<file path="src/hw/rtl/ktls_pkg.sv">
`timescale 1ns / 1ps
// Shared types and constants of the keyframe track linear sampler.
// Used by the controller, the datapath and the top level.
package ktls_pkg;

  localparam int MAX_KEYS  = 64;
  localparam int KEY_AW    = (MAX_KEYS > 1) ? $clog2(MAX_KEYS) : 1;
  localparam int CNT_W     = $clog2(MAX_KEYS + 1);
  localparam int NUM_W     = 48;   // |d| shifted up by 16 fraction bits
  localparam int DIV_CNT_W = $clog2(NUM_W);
  localparam int CHUNK_W   = 16;
  localparam int NUM_CHUNK = NUM_W / CHUNK_W;
  localparam int ACC_W     = 32 + NUM_W;

  typedef enum logic [1:0] {
    CMD_APPEND = 2'd0,
    CMD_CLEAR  = 2'd1,
    CMD_SAMPLE = 2'd2
  } cmd_e;

  typedef enum logic [1:0] {
    STAT_OK       = 2'd0,
    STAT_EMPTY    = 2'd1,
    STAT_FULL     = 2'd2,
    STAT_ZERO_LEN = 2'd3
  } stat_e;

  typedef struct packed {
    logic start;
    logic app_wr;
    logic clr;
    logic set_full;
    logic set_empty;
    logic rd_t_idx;
    logic idx_inc;
    logic rd_seg;
    logic rd_v1;
    logic cap_v1;
    logic set_zl;
    logic rd_last;
    logic cap_last;
    logic div_init;
    logic div_step;
    logic mul_step;
    logic mul_fin;
    logic out_load;
  } dp_cmd_t;

  typedef struct packed {
    logic [1:0] cmd;
    logic       count_zero;
    logic       count_full;
    logic       idx_end;
    logic       idx_next_end;
    logic       t_lt;
    logic       zero_len;
    logic       div_last;
    logic       chunk_last;
    logic       comp_last;
  } dp_stat_t;

endpackage

</file>
<file path="src/hw/rtl/ktls_ctrl.sv">
`timescale 1ns / 1ps
// Controller state machine of the sampler: sequences search, divide and multiply.
// Depends on ktls_pkg for the command and status structs.
module ktls_ctrl (
  input  logic              clk_i,
  input  logic              rst_ni,
  input  logic              in_valid_i,
  output logic              in_ready_o,
  output logic              out_valid_o,
  input  logic              out_ready_i,
  input  ktls_pkg::dp_stat_t stat_i,
  output ktls_pkg::dp_cmd_t  cmd_o
);
  import ktls_pkg::*;

  localparam logic [3:0] S_IDLE     = 4'd0;
  localparam logic [3:0] S_DECODE   = 4'd1;
  localparam logic [3:0] S_RD_T     = 4'd2;
  localparam logic [3:0] S_CMP      = 4'd3;
  localparam logic [3:0] S_RD_V1    = 4'd4;
  localparam logic [3:0] S_CAP_V1   = 4'd5;
  localparam logic [3:0] S_CHK      = 4'd6;
  localparam logic [3:0] S_DIV      = 4'd7;
  localparam logic [3:0] S_MUL      = 4'd8;
  localparam logic [3:0] S_FIN      = 4'd9;
  localparam logic [3:0] S_RD_LAST  = 4'd10;
  localparam logic [3:0] S_CAP_LAST = 4'd11;
  localparam logic [3:0] S_DONE     = 4'd12;

  logic [3:0] state_q, state_d;
  logic       out_valid_q, out_valid_d;

  always_comb begin
    state_d     = state_q;
    cmd_o       = '0;
    in_ready_o  = 1'b0;
    out_valid_d = out_valid_q & ~out_ready_i;
    case (state_q)
      S_IDLE: begin
        in_ready_o = 1'b1;
        if (in_valid_i) begin
          cmd_o.start = 1'b1;
          state_d     = S_DECODE;
        end
      end
      S_DECODE: begin
        state_d = S_DONE;
        case (stat_i.cmd)
          CMD_APPEND: begin
            if (stat_i.count_full) cmd_o.set_full = 1'b1;
            else cmd_o.app_wr = 1'b1;
          end
          CMD_CLEAR: cmd_o.clr = 1'b1;
          CMD_SAMPLE: begin
            if (stat_i.count_zero) cmd_o.set_empty = 1'b1;
            else if (stat_i.idx_end) state_d = S_RD_LAST;
            else state_d = S_RD_T;
          end
          default: state_d = S_DONE;
        endcase
      end
      S_RD_T: begin
        cmd_o.rd_t_idx = 1'b1;
        state_d        = S_CMP;
      end
      S_CMP: begin
        if (stat_i.t_lt) begin
          cmd_o.rd_seg = 1'b1;
          state_d      = S_RD_V1;
        end else begin
          cmd_o.idx_inc = 1'b1;
          state_d       = stat_i.idx_next_end ? S_RD_LAST : S_RD_T;
        end
      end
      S_RD_V1: begin
        cmd_o.rd_v1 = 1'b1;
        state_d     = S_CAP_V1;
      end
      S_CAP_V1: begin
        cmd_o.cap_v1 = 1'b1;
        state_d      = S_CHK;
      end
      S_CHK: begin
        if (stat_i.zero_len) begin
          cmd_o.set_zl = 1'b1;
          state_d      = S_DONE;
        end else begin
          cmd_o.div_init = 1'b1;
          state_d        = S_DIV;
        end
      end
      S_DIV: begin
        cmd_o.div_step = 1'b1;
        if (stat_i.div_last) state_d = S_MUL;
      end
      S_MUL: begin
        cmd_o.mul_step = 1'b1;
        if (stat_i.chunk_last) state_d = S_FIN;
      end
      S_FIN: begin
        cmd_o.mul_fin = 1'b1;
        state_d       = stat_i.comp_last ? S_DONE : S_MUL;
      end
      S_RD_LAST: begin
        cmd_o.rd_last = 1'b1;
        state_d       = S_CAP_LAST;
      end
      S_CAP_LAST: begin
        cmd_o.cap_last = 1'b1;
        state_d        = S_DONE;
      end
      S_DONE: begin
        // The result word waits here until the output register is free.
        if (!out_valid_q || out_ready_i) begin
          cmd_o.out_load = 1'b1;
          out_valid_d    = 1'b1;
          state_d        = S_IDLE;
        end
      end
      default: state_d = S_IDLE;
    endcase
  end

  always_ff @(posedge clk_i or negedge rst_ni) begin
    if (!rst_ni) begin
      state_q     <= S_IDLE;
      out_valid_q <= 1'b0;
    end else begin
      state_q     <= state_d;
      out_valid_q <= out_valid_d;
    end
  end

  assign out_valid_o = out_valid_q;

endmodule

</file>
<file path="config.mk">
export PLATFORM = sky130hd
export DESIGN_NAME = ktls_ctrl
export DESIGN_NICKNAME = d
export VERILOG_FILES = /design/src/hw/rtl/ktls_pkg.sv /design/src/hw/rtl/ktls_ctrl.sv
export SDC_FILE = /design/constraint.sdc
export NUM_CORES = 1
export LEC_CHECK = 0
export BUFFER_PORTS_ARGS = -buffer_cell sky130_fd_sc_hd__buf_2
export CAP_MARGIN = 5
export CORE_UTILIZATION = 41
export DETAILED_ROUTE_END_ITERATION = 10
export PLACE_DENSITY = 0.85
export SLEW_MARGIN = 20
export SYNTH_ARGS = -nofsm -noshare
export SYNTH_HDL_FRONTEND = slang
export SYNTH_SLANG_ARGS = --single-unit
export TNS_END_PERCENT = 5
</file>
<file path="constraint.sdc">
create_clock -name clk_i -period 1.81 [get_ports clk_i]
set_input_delay 0.181 -clock clk_i [delete_from_list [all_inputs] [get_ports clk_i]]
set_output_delay 0.181 -clock clk_i [all_outputs]
set_load 0.02 [all_outputs]
</file>
=== Word-level counts from Yosys, hierarchy flattened ===
Index checks and enable logic that the tools add are counted.

* Eq/ne operators: 18
* Muxes and demuxes: 42
* Reductions and logical operators: 5
* Bitwise operators: 2

{| class="wikitable"
|+ Operators by type and width
! cell !! count
|-
| 4-bit one-hot mux with 13 select lines || 1
|-
| 4-bit two-way mux || 11
|-
| 1-bit two-way mux || 28
|-
| 4-bit equality test (second input constant) || 5
|-
| 4-bit by 3-bit equality test with 1-bit output (second input constant) || 4
|-
| 4-bit by 2-bit equality test with 1-bit output (second input constant) || 2
|-
| 2-bit inequality test (second input constant) || 4
|-
| 4-bit by 1-bit equality test with 1-bit output (second input constant) || 1
|-
| 4-bit logical NOT || 1
|-
| 4-bit AND reduction || 1
|-
| 3-bit two-way mux || 1
|-
| 2-bit by 1-bit equality test with 1-bit output (second input constant) || 1
|-
| 2-bit equality test (second input constant) || 1
|-
| 2-bit logical NOT || 1
|-
| 2-bit two-way mux || 1
|-
| 1-bit bitwise AND || 1
|-
| 1-bit logical NOT || 1
|-
| 1-bit logical OR || 1
|-
| 1-bit NOT || 1
|}

* Flip-flop bits (word level): 5
* Input port bits: 15
* Output and inout port bits: 20
* Word-level logic and storage cells: 69

=== Longest topological paths before layout ===
Gate-level depths: netlist of the first run.

* Depth in word-level cells: 4
* Mapped depth: 6
* Depth with buffers taken out: 4

=== Worst setup path after synthesis of the first run ===
No wires, ideal clock.

* Kind: register -> output
* Start: reg state_q[1]
* End: out cmd_o[14] (netlist name)
* Data arrival time: 1.817 ns
* Buffers on the path: 1
* Slack: -0.188 ns
* Stages on the path, launching flop included: 4
* Data required time: 1.629 ns
* Cell sequence: dfrtp_1 > buf_6 > or4b_4 > nor4b_1

{| class="wikitable"
|+ RTL lines
! what !! RTL line !! source
|-
| start, declared || ktls_ctrl.sv:30 || <nowiki>logic [3:0] state_q, state_d;</nowiki>
|-
| start signal, assigned || ktls_ctrl.sv:129 || <nowiki>state_q <= state_d;</nowiki>
|-
| end, declared || ktls_ctrl.sv:12 || <nowiki>output ktls_pkg::dp_cmd_t cmd_o</nowiki>
|}

==> reports/results.tsv, run 1 <==
stage	metric	value	unit
placed_design	Buffers on Ports	34	
power_and_ir_drop	switching share of power	51.9	%
setup_path	Critical Path RT	1.63	ns
timing	Final Max Tran Viols	0	
setup_path	CP Class	flop to output pin	
clocking	CTS tree	built	
synthesis	FF+latch count, synth	5	
synthesis	post-synthesis compound-gate area fraction	26.2	%
synthesis	Yosys top cell by area	dfrtp_1	
hold_path	HP Class	primary input to flop	
setup_path	Critical Path Fanout Max	5	
global_route	largest net degree at the start of global routing	17	
route	Post-Route WL	1.58	mm
hold_path	Worst Hold Launch	stat_i[2]	
route	total number of vias	752	
cells_and_area	design area	805	sq um
synthesis	post-synthesis simple-gate area fraction	40.7	%
clocking	CTS clk-pin slew, worst paths	0.04	ns
power_and_ir_drop	P_sw	646	uW
route	Final ANT Viol Nets	0	
placed_design	pre-CTS WS	0.234	ns
timing	f_max	0.562	GHz
route	DR pass1 iterations	4	
timing	setup TNS	0	ns
synthesis	Synth Area in Adders	0	%
global_route	Tot GR Track Use	22.9	%
route	starting DRC count in detailed routing	39	
power_and_ir_drop	PwrDens	1550	nW/um^2
global_route	first-pass GRT wire length	2.44	mm
synthesis	yosys warns	0	
setup_path	Critical Path Start	state_q[3]	
cells_and_area	ant diodes	0	
placed_design	hpwl dp	1.18	mm
synthesis	syn avg cell area	7.03	sq um
synthesis	Mapped Area	569	sq um
synthesis	area share of the largest cell type after synthesis	22.0	%
die	Die W	39.3	um
cells_and_area	Multi-input gate area	399	sq um
die	Core Area	1300	sq um
power_and_ir_drop	register share of total power	15.1	%
timing	setup violators final	0	
synthesis	largest cells by area after synthesis	dfrtp_1 22%, nor2_1 6.6%, nand2b_1 5.5%	
timing	Final Skew	0.00239	ns
route	# DRC	0	
synthesis	Yosys cell types	32	
timing	Final period util	98.4	%
power_and_ir_drop	Int Power	599	uW
cells_and_area	commonest non-fill, non-tap cell in the layout	buf_2	
cells_and_area	register area	125	sq um
route	routed len/inst	12.1	um
die	Row Count	13	
die	die height	39.3	um
timing	Min Hold Slack	0.221	ns
global_route	Remaining Overflow, GRT	0	
clocking	CTS root buf	clkbuf_4	
clocking	clock tree buffer depth	2	
synthesis	Mapped Cells	81	
placed_design	RePlAce Congestion	0.923	
cells_and_area	commonest cells after routing, fill and taps aside	33 x buf_2, 10 x nor2_1, 6 x nor3_1, 6 x inv_1, 6 x a21oi_1	
synthesis	syn_nets	96	
setup_path	crit end category	output pin	
synthesis	largest family of logic cells by synthesized area	simple AND/OR/NAND/NOR gates	
power_and_ir_drop	combinational share of power	74.7	%
global_route	number of global-route vias before repair	564	
placed_design	area post-placement	753	sq um
setup_path	Arr. time, crit path	1.60	ns
timing	Slew @ Worst Pin	0.307	ns
timing	post-route setup slack	0.0298	ns
timing	Final Hold Vio Count	0	
flow_run	Max-cap violations	0	
timing	relative slew slack	79.3	%
cells_and_area	Area Overhead vs Synth	41.3	%
die	die area	1540	sq um
power_and_ir_drop	clock network fraction of design power	10.2	%
clocking	CTS Sinks	5	
synthesis	register area share after synthesis	22.0	%
global_route	initial antenna violation count	0	
synthesis	XOR/XNOR Fraction of Synth Area	0	%
outcome	status	complete, no violations	
timing	Final min period	1.78	ns
setup_path	crit path launch type	flop	
die	Initial Util	43.8	%
synthesis	post-synthesis mux area share	0	%
clocking	Clock Latency Late Sink	0.24	ns
clocking	number of CTS-inserted buffers	3	
cells_and_area	Final nets	132	
clocking	H-tree Lvls	1	
cells_and_area	share of layout cells above drive strength 1	39.7	%
die	# IOs	35	
cells_and_area	# fillers	133	
setup_path	Reg-to-Reg Start	state_q[3]	
power_and_ir_drop	Pwr Total	1.25	mW
route	DR vias/cell	5.74	
timing	RSZ-0062 raised after global routing	yes	
power_and_ir_drop	worst-case vdd ir drop	0.681	mV
power_and_ir_drop	leakage	0.404	nW
==> cell usage after synthesis <==
cell,n
nor2_1,10
a21oi_1,6
inv_1,6
nor3_1,6
dfrtp_1,5
nand2_1,5
nand2b_1,5
clkbuf_1,4
nor4_1,4
nor4b_1,3
o21ai_0,3
a32o_1,2
clkbuf_2,2
o32ai_1,2
a211o_1,1
a22o_1,1
and2_1,1
and4_1,1
buf_2,1
buf_6,1
nand3_1,1
nand4_1,1
nand4b_1,1
nor2b_1,1
nor3b_1,1
o211ai_1,1
o21ai_1,1
o22ai_1,1
o22ai_2,1
o311ai_0,1
o31a_1,1
or4b_4,1
==> routing by layer <==
layer	part of all wire, %	track usage [%]	up-vias
li1	-	-	379
met1	42	31.8	328
met2	50	37.1	43
met3	7.6	3.41	2
met4	0.76	5.17	0
met5	0	0	-
==> power groups by stage <==
stage / Clock (mW) / Combinational, mW / Sequential [mW]
after detailed placement: 0 / 0.904 / 0.189
after global routing: 0.144 / 1.02 / 0.193
final: 0.127 / 0.931 / 0.188
after floorplan: 0 / 0.682 / 0.199
after global placement: 0 / 0.886 / 0.187
after CTS: 0.128 / 0.911 / 0.189
==> through the flow <==
| step | util, % | std cells |
|---|---|---|
| 2_1_floorplan | - | 81 |
| 3_3_place_gp | 57.9 | 126 |
| 3_5_place_dp | 57.9 | 126 |
| 4_1_cts | 60.7 | 131 |
| 5_1_grt | 61.8 | 131 |
| 6_report | 61.8 | 131 |
==> cell type report <==
type	count	area share [%]
Clock buffer	4	3.27
Inverter	6	2.80
Multi-Input combinational cell	62	49.6
Sequential cell	5	15.6
Tap cell	15	2.33
Timing Repair Buffer	39	26.4
==> cell families after synthesis <==
logic type,Yosys count
buf+inv,14
simple gates,41
flops,5
compound gates,21
==> worst max-delay path, cell delays in order, from the launching register on <==
cell,delay [ns]
dfrtp_1,0.37
or4b_4,0.58
nor4b_2,0.23
buf_4,0.18
==> path summary, 6_finish.rpt <==
check,end,slack [ns],cells after the start
setup reg to reg,state_q[2],0.25,5
max in group asynchronous,out_valid_o,1.40,2
min in group asynchronous,state_q[3],0.28,2
setup / recovery,cmd_o[14],0.03,3
hold / removal,state_q[0],0.22,2
hold reg to reg,state_q[0],0.69,2
==> repair_timing <==
action                                  CTS  global route
endpoints found under the setup margin    1             6
setup buffers                             0             0
hold buffers                              1             0
pin swaps                                 2             0
resized for setup                         0             3
endpoints found under the hold margin     5             0
gates cloned                              0             0
==> sequential cells by signal (all words and copies together) (netlist names) <==
| signal | cells |
|---|---|
| state_q | 4 |
| out_valid_o | 1 |
Note: power is estimated with default switching activity, not from simulation.
==> run 2, diff against run 1 <==
MAX_ROUTING_LAYER = met4   (was not set)
==> run 2 against run 1 <==
  * Hold slack lost 0.041 ns
  * Routed wire length shrank 1.6%
  * Highest routed layer unchanged
  * Fmax shrank 0.47%
  * Clock power grew 10%
==> reports/results.tsv, run 2 (synthesis results as in run 1) <==
stage	metric	value	unit	change
timing	Final Hold Vio Count	0		unchanged
cells_and_area	commonest cells after routing, fill and taps aside	33 x buf_2, 10 x nor2_1		was 33 x buf_2, 10 x nor2_1, 6 x nor3_1, 6 x inv_1, 6 x a21oi_1
global_route	largest net degree at the start of global routing	17		unchanged
clocking	clock tree buffer depth	2		unchanged
setup_path	reg2reg end	state_q[2]		unchanged
global_route	first-pass GRT wire length	2.42	mm	was 2.44 mm
power_and_ir_drop	clock network fraction of design power	11.0	%	was 10.2%
clocking	CTS Sinks	5		unchanged
route	DR pass1 iterations	4		unchanged
global_route	Remaining Overflow, GRT	0		unchanged
power_and_ir_drop	switching share of power	51.9	%	about the same
die	die height	39.3	um	unchanged
timing	Final period util	98.8	%	was 98.4%
timing	setup violators final	0		unchanged
hold_path	HP Class	primary input to flop		unchanged
global_route	Tot GR Track Use	23.0	%	was 22.9%
die	Row Count	13		unchanged
timing	RSZ-0062 raised after global routing	yes		unchanged
clocking	CTS root buf	clkbuf_4		unchanged
placed_design	Buffers on Ports	34		unchanged
power_and_ir_drop	leakage	0.411	nW	was 0.404 nW
timing	Min Hold Slack	0.180	ns	was 0.221 ns
die	die area	1540	sq um	unchanged
power_and_ir_drop	Int Power	611	uW	was 599 uW
setup_path	crit end category	output pin		unchanged
route	total number of vias	749		was 752
cells_and_area	Final nets	133		was 132
placed_design	hpwl dp	1.12	mm	was 1.18 mm
clocking	CTS tree	built		unchanged
power_and_ir_drop	PwrDens	1570	nW/um^2	was 1550 nW/um^2
timing	Final Max Tran Viols	0		unchanged
route	Final ANT Viol Nets	0		unchanged
flow_run	Max-cap violations	0		unchanged
die	Die W	39.3	um	unchanged
power_and_ir_drop	Pwr Total	1.27	mW	was 1.25 mW
setup_path	Critical Path RT	1.63	ns	about the same
timing	f_max	0.559	GHz	was 0.562 GHz
cells_and_area	final core utilization	62.0	%	was 61.8%
route	routed len/inst	11.8	um	was 12.1 um
cells_and_area	Area Overhead vs Synth	41.8	%	was 41.3%
die	Core Area	1300	sq um	unchanged
global_route	M1 GR Usage	29.9	%	was 31.8%
route	DR vias/cell	5.67		was 5.74
placed_design	RePlAce Congestion	0.894		was 0.923
die	Initial Util	43.8	%	unchanged
timing	Slew @ Worst Pin	0.301	ns	was 0.307 ns
clocking	postcts setup bufs	0		unchanged
cells_and_area	share of layout cells above drive strength 1	40.2	%	was 39.7%
timing	Final Skew	0.00198	ns	was 0.00239 ns
global_route	number of global-route vias before repair	586		was 564
timing	Final min period	1.79	ns	was 1.78 ns
global_route	initial antenna violation count	0		unchanged
hold_path	Worst Hold Launch	stat_i[2]		unchanged
setup_path	Critical Path Fanout Max	5		unchanged
global_route	met2 Track Usage GR	37.9	%	was 37.1%
setup_path	reg2reg setup slack	0.27	ns	was 0.25 ns
power_and_ir_drop	worst-case vdd ir drop	0.780	mV	was 0.681 mV
placed_design	# placed instances	127		was 126
power_and_ir_drop	combinational share of power	74.2	%	was 74.7%
cells_and_area	Reg with most FFs	state_q		unchanged
outcome	status	complete, no violations		unchanged
clocking	number of CTS-inserted buffers	3		unchanged
timing	relative slew slack	79.7	%	was 79.3%
route	# DRC	0		unchanged
route	starting DRC count in detailed routing	17		was 39
cells_and_area	commonest non-fill, non-tap cell in the layout	buf_2		unchanged
hold_path	Hold Path Stages	2		unchanged
setup_path	Reg-to-Reg Start	state_q[2]		was state_q[3]
clocking	CTS clk-pin slew, worst paths	0.05	ns	was 0.04 ns
cells_and_area	Layout Cells excl Fill	132		was 131
cells_and_area	Largest register FFs	4		unchanged
hold_path	worst hold endpoint	state_q[0]		unchanged
clocking	H-tree Lvls	1		unchanged
cells_and_area	ant diodes	0		unchanged
power_and_ir_drop	register share of total power	14.8	%	was 15.1%
global_route	met3 usage	3.41	%	unchanged
setup_path	depth of the most critical reg-to-reg path	5		unchanged
setup_path	CP Class	flop to output pin		unchanged
route	Post-Route WL	1.55	mm	was 1.58 mm
die	# IOs	35		unchanged
power_and_ir_drop	P_sw	659	uW	was 646 uW
clocking	Clock Latency Late Sink	0.25	ns	was 0.24 ns
setup_path	Arr. time, crit path	1.61	ns	was 1.60 ns
global_route	GRT Max-Usage Layer	met2		unchanged
setup_path	crit path launch type	flop		unchanged
-- run 2: cell count changes in the layout (fill, tap and decap cells not counted), sizes merged --
cell	delta
clkinv	+1
buf	+1
clkbuf	-1
-- run 2: routing by layer --
metal,part of all wire (%),routed length [um],vias up
met2,48,751,37
met3,6.9,108,2
met1,44,677,338
met4,1.1,17,0
met5,0,0,-
li1,-,-,372
-- run 2: worst max-delay path by stage --
stage	startpoint	end	slack, ns	cells after the start
after global placement	state_q[1]	cmd_o[14]	0.28	3
final	state_q[3]	cmd_o[14]	0.02	3
after detailed placement	state_q[1]	cmd_o[14]	0.24	3
after CTS	state_q[3]	cmd_o[13]	0.004	3
after global routing	state_q[3]	cmd_o[14]	-0.03	3
after floorplan	state_q[1]	cmd_o[13]	-0.05	3
-- run 2: layout make-up --
cell class / count / area (sq um)
Tap cell: 15 / 18.8
Sequential cell: 5 / 125
Fill cell: 117 / 494
Timing Repair Buffer: 40 / 220
Clock inverter: 1 / 5.00
Multi-Input combinational cell: 62 / 393
Clock buffer: 3 / 22.5
Inverter: 6 / 22.5
-- run 2: what timing repair did --
action | in CTS | in global routing
pin swaps | 2 | 0
hold buffers | 1 | 0
gates resized for setup | 0 | 2
endpoints found under the setup margin | 2 | 5
endpoints found under the hold margin | 5 | 0
-- run 2: through the flow --
| stage | setup WS [ns] | cell area, sq um | setup TNS [ns] |
|---|---|---|---|
| final | 0.0213 | 807 | 0 |
| after detailed placement | 0.244 | 761 | 0 |
| after global routing | -0.0315 | 807 | -0.103 |
| after global placement | 0.277 | 761 | 0 |
| after CTS | 0.00379 | 798 | 0 |
| after floorplan | -0.0504 | 576 | -0.124 |
-- run 2: worst max-delay path: stages (launching register included) --
cell,delay [ns]
dfrtp_1,0.38
or4b_4,0.58
nor4b_2,0.23
buf_4,0.18
-- run 2: power groups by stage --
stage / Sequential (mW) / Combinational, mW / Clock, mW
after floorplan: 0.199 / 0.682 / 0
after global placement: 0.187 / 0.907 / 0
after detailed placement: 0.190 / 0.916 / 0
after CTS: 0.188 / 0.925 / 0.138
after global routing: 0.196 / 1.04 / 0.144
final: 0.188 / 0.941 / 0.140
==> run 3, diff against run 2 <==
ABC_AREA = 1   (was not set)
CORE_UTILIZATION = 40   (was 41)
REMOVE_ABC_BUFFERS = 1   (was not set)
SLEW_MARGIN = not set   (was 20)
==> run 3 against run 2 <==
  * Core utilization up 2.3 points
  * Largest cell class unchanged
  * Highest routed layer is now met3
  * Critical path type unchanged
  * Clock-buffer cell count rose by 1
  * Final cell count increased by 13%
  * Combinational power shrank 28%
  * Critical path depth increased by 1
  * Setup slack improved by 0.17 ns
  * Fmax increased by 11%
  * Die area fell by 6.2%
  * Global-route usage decreased by 1.7 points
  * Critical endpoint is now cmd_o[17]
  * Routed wire length is 5.5% lower
==> reports/results.tsv, run 3 <==
stage	metric	value	unit	change
outcome	status	complete, no violations		unchanged
timing	Final Hold Vio Count	0		unchanged
timing	setup TNS	0	ns	unchanged
cells_and_area	Area Overhead vs Synth	43.1	%	was 41.8%
clocking	# resized after CTS	0		unchanged
global_route	largest net degree at the start of global routing	7		was 17
synthesis	Synth top cells by count	24 x nor2_1, 20 x nand2_1, 19 x inv_1		was 10 x nor2_1, 6 x a21oi_1, 6 x inv_1, 6 x nor3_1
die	Die W	38.0	um	was 39.3 um
setup_path	Buffers & Inverters on Critical Path	2		was 1
timing	setup violators final	0		unchanged
synthesis	Yosys top cell by area	dfrtp_1		unchanged
die	Initial Util	44.9	%	was 43.8%
synthesis	number of synthesized flops with an enable pin	0		unchanged
hold_path	HP Class	primary input to flop		unchanged
clocking	CTS tree	built		unchanged
timing	RSZ-0062 raised after global routing	no		was yes
power_and_ir_drop	worst-case vdd ir drop	0.932	mV	was 0.780 mV
global_route	met2 Track Usage GR	39.8	%	was 37.9%
clocking	CTS root buf	clkbuf_4		unchanged
setup_path	critical path's largest stage delay	0.43	ns	was 0.58 ns
flow_run	Max-cap violations	0		unchanged
synthesis	Mapped Area	519	sq um	was 569 sq um
global_route	first-pass GRT wire length	2.12	mm	was 2.42 mm
synthesis	area share of the largest cell type after synthesis	24.1	%	was 22.0%
cells_and_area	final core utilization	64.3	%	was 62.0%
global_route	initial antenna violation count	0		unchanged
synthesis	largest cells by area after synthesis	dfrtp_1 24%, nor2_1 17%, nand2_1 14%		was dfrtp_1 22%, nor2_1 6.6%, nand2b_1 5.5%
synthesis	FF+latch count, synth	5		unchanged
synthesis	Yosys cell types	15		was 32
power_and_ir_drop	PwrDens	1410	nW/um^2	was 1570 nW/um^2
setup_path	Critical Path Fanout Max	6		was 5
placed_design	RePlAce Congestion	0.883		was 0.894
die	# IOs	35		unchanged
clocking	H-tree Lvls	1		unchanged
route	DR pass1 iterations	4		unchanged
route	total number of vias	713		was 749
clocking	CTS clk-pin slew, worst paths	0.05	ns	about the same
setup_path	Arr. time, crit path	1.44	ns	was 1.61 ns
timing	Final Max Tran Viols	0		unchanged
clocking	number of CTS-inserted buffers	3		unchanged
timing	Final min period	1.62	ns	was 1.79 ns
route	Post-Route WL	1.47	mm	was 1.55 mm
synthesis	most frequent cell after synthesis	nor2_1		unchanged
cells_and_area	Final nets	151		was 133
setup_path	cell family with most CP delay	simple AND/OR/NAND/NOR gates		unchanged
global_route	met3 usage	6.98	%	was 3.41%
timing	Final period util	89.3	%	was 98.8%
die	Core Area	1160	sq um	was 1300 sq um
placed_design	Buffers on Ports	34		unchanged
placed_design	hpwl dp	1.25	mm	was 1.12 mm
route	# DRC	0		unchanged
cells_and_area	commonest non-fill, non-tap cell in the layout	buf_2		unchanged
global_route	Tot GR Track Use	21.4	%	was 23.0%
cells_and_area	ant diodes	0		unchanged
setup_path	CP Class	flop to output pin		unchanged
die	Row Count	12		was 13
hold_path	Hold Path Stages	2		unchanged
timing	post-route setup slack	0.193	ns	was 0.0213 ns
placed_design	# placed instances	144		was 127
synthesis	asr flop ratio synth	100	%	unchanged
timing	Slew @ Worst Pin	0.330	ns	was 0.301 ns
route	Final ANT Viol Nets	0		unchanged
cells_and_area	share of layout cells above drive strength 1	34.1	%	was 40.2%
synthesis	syn avg cell area	5.41	sq um	was 7.03 sq um
clocking	CTS Sinks	5		unchanged
synthesis	yosys warns	0		unchanged
setup_path	Levels on crit path	4		was 3
clocking	clock tree buffer depth	2		unchanged
route	routed len/inst	9.85	um	was 11.8 um
cells_and_area	Largest register FFs	4		unchanged
timing	relative slew slack	78.0	%	was 79.7%
timing	f_max	0.619	GHz	was 0.559 GHz
global_route	Remaining Overflow, GRT	0		unchanged
synthesis	Mapped Cells	96		was 81
clocking	Clock Latency Late Sink	0.24	ns	was 0.25 ns
setup_path	crit end category	output pin		unchanged
route	DR vias/cell	4.79		was 5.67
setup_path	depth of the most critical reg-to-reg path	6		was 5
global_route	number of global-route vias before repair	566		was 586
cells_and_area	Reg with most FFs	state_q		unchanged
die	die height	38.0	um	was 39.3 um
global_route	M1 GR Usage	23.3	%	was 29.9%
cells_and_area	commonest cells after routing, fill and taps aside	34 x buf_2, 24 x nor2_1, 20 x nand2_1		was 33 x buf_2, 10 x nor2_1
global_route	GRT Max-Usage Layer	met2		unchanged
cells_and_area	# fillers	122		was 117
synthesis	register area share after synthesis	24.1	%	was 22.0%
setup_path	crit-path cells	nor2_1, inv_1, nor3_1, buf_2		was or4b_4, nor4b_2, buf_4
power_and_ir_drop	leakage	0.491	nW	was 0.411 nW
setup_path	CP max stage cell	dfrtp_1		was or4b_4
setup_path	crit path launch type	flop		unchanged
synthesis	Most used DFF post-synth	dfrtp_1		unchanged
setup_path	Critical Path RT	1.63	ns	about the same
route	starting DRC count in detailed routing	8		was 17
timing	Final Skew	0.00949	ns	was 0.00198 ns
die	die area	1450	sq um	was 1540 sq um
cells_and_area	Layout Cells excl Fill	149		was 132
placed_design	pre-CTS WS	0.421	ns	was 0.244 ns
run 3: cell count changes in the layout (fill, tap and decap cells not counted), sizes merged, moves of 3 or more:
cell / before / now
nor4b: 3 / 0
a21oi: 6 / 1
nand2b: 5 / 0
nand3: 1 / 5
inv: 6 / 21
nor2: 10 / 28
nand2: 5 / 23
buf: 39 / 34
run 3: layout make-up:
type / count / area [sq um] / share of cell area [%]
multi-input combinational: 70 / 315 / 42.4
sequential: 5 / 125 / 16.8
inverter: 21 / 78.8 / 10.6
clock buffer: 4 / 26.3 / 3.54
timing repair buffer: 35 / 180 / 24.2
tap: 14 / 17.5 / 2.36
run 3: power breakdown:
part           leakage (nW)  switching, mW  internal (mW)  total (mW)
sequential           0.0637         0.0772          0.164       0.242
clock                0.0150         0.0458         0.0833       0.129
combinational         0.412          0.458          0.217       0.676
total                 0.491          0.581          0.465        1.05
run 3: per-layer routing:
| layer | vias to the layer above | wire length (um) |
|---|---|---|
| met5 | - | 0 |
| met4 | 0 | 0 |
| met1 | 309 | 625 |
| met2 | 29 | 745 |
| li1 | 375 | - |
| met3 | 0 | 97 |
run 3: worst paths after layout:
path | start | to | slack [ns]
min in group asynchronous | rst_ni | state_q[1] | 0.28
hold reg to reg | out_valid_o | out_valid_o | 0.56
hold / removal | out_ready_i | out_valid_o | 0.15
setup reg to reg | state_q[0] | state_q[0] | 0.50
setup / recovery | state_q[0] | cmd_o[17] | 0.19
max in group asynchronous | rst_ni | state_q[2] | 1.39
run 3: kinds of logic (layout without fill, tap and decap cells):
family	count (synthesis)	in the layout	synth area share, %
flip-flops	5	5	24.1
AO/OA/AOI/OAI	5	5	5.30
buffers and inverters	21	60	15.2
AND/OR/NAND/NOR	65	65	55.4
run 3: metrics by stage:
stage                     instance area, sq um  total power, mW  hold slack (ns)
after detailed placement                   707            0.916         -0.00108
after CTS                                  743             1.05            0.143
final                                      743             1.05            0.152
after global placement                     707            0.889         -0.00238
after global routing                       743             1.14            0.166
after floorplan                            519            0.715           -0.115
run 3: worst reg2reg max path: stages, from the launching register on:
cell and delay (ns):
dfrtp_1 0.43, nor2_1 0.31, nand3_1 0.15, nand2_1 0.12
nor2_1 0.06, nand2_1 0.06, nand2_1 0.06
run 3: what timing repair did:
item,4_1_cts,5_1_grt
hold buffers,1,0
setup endpoints to repair,0,0
endpoints found under the hold margin,5,0
setup buffers,0,0
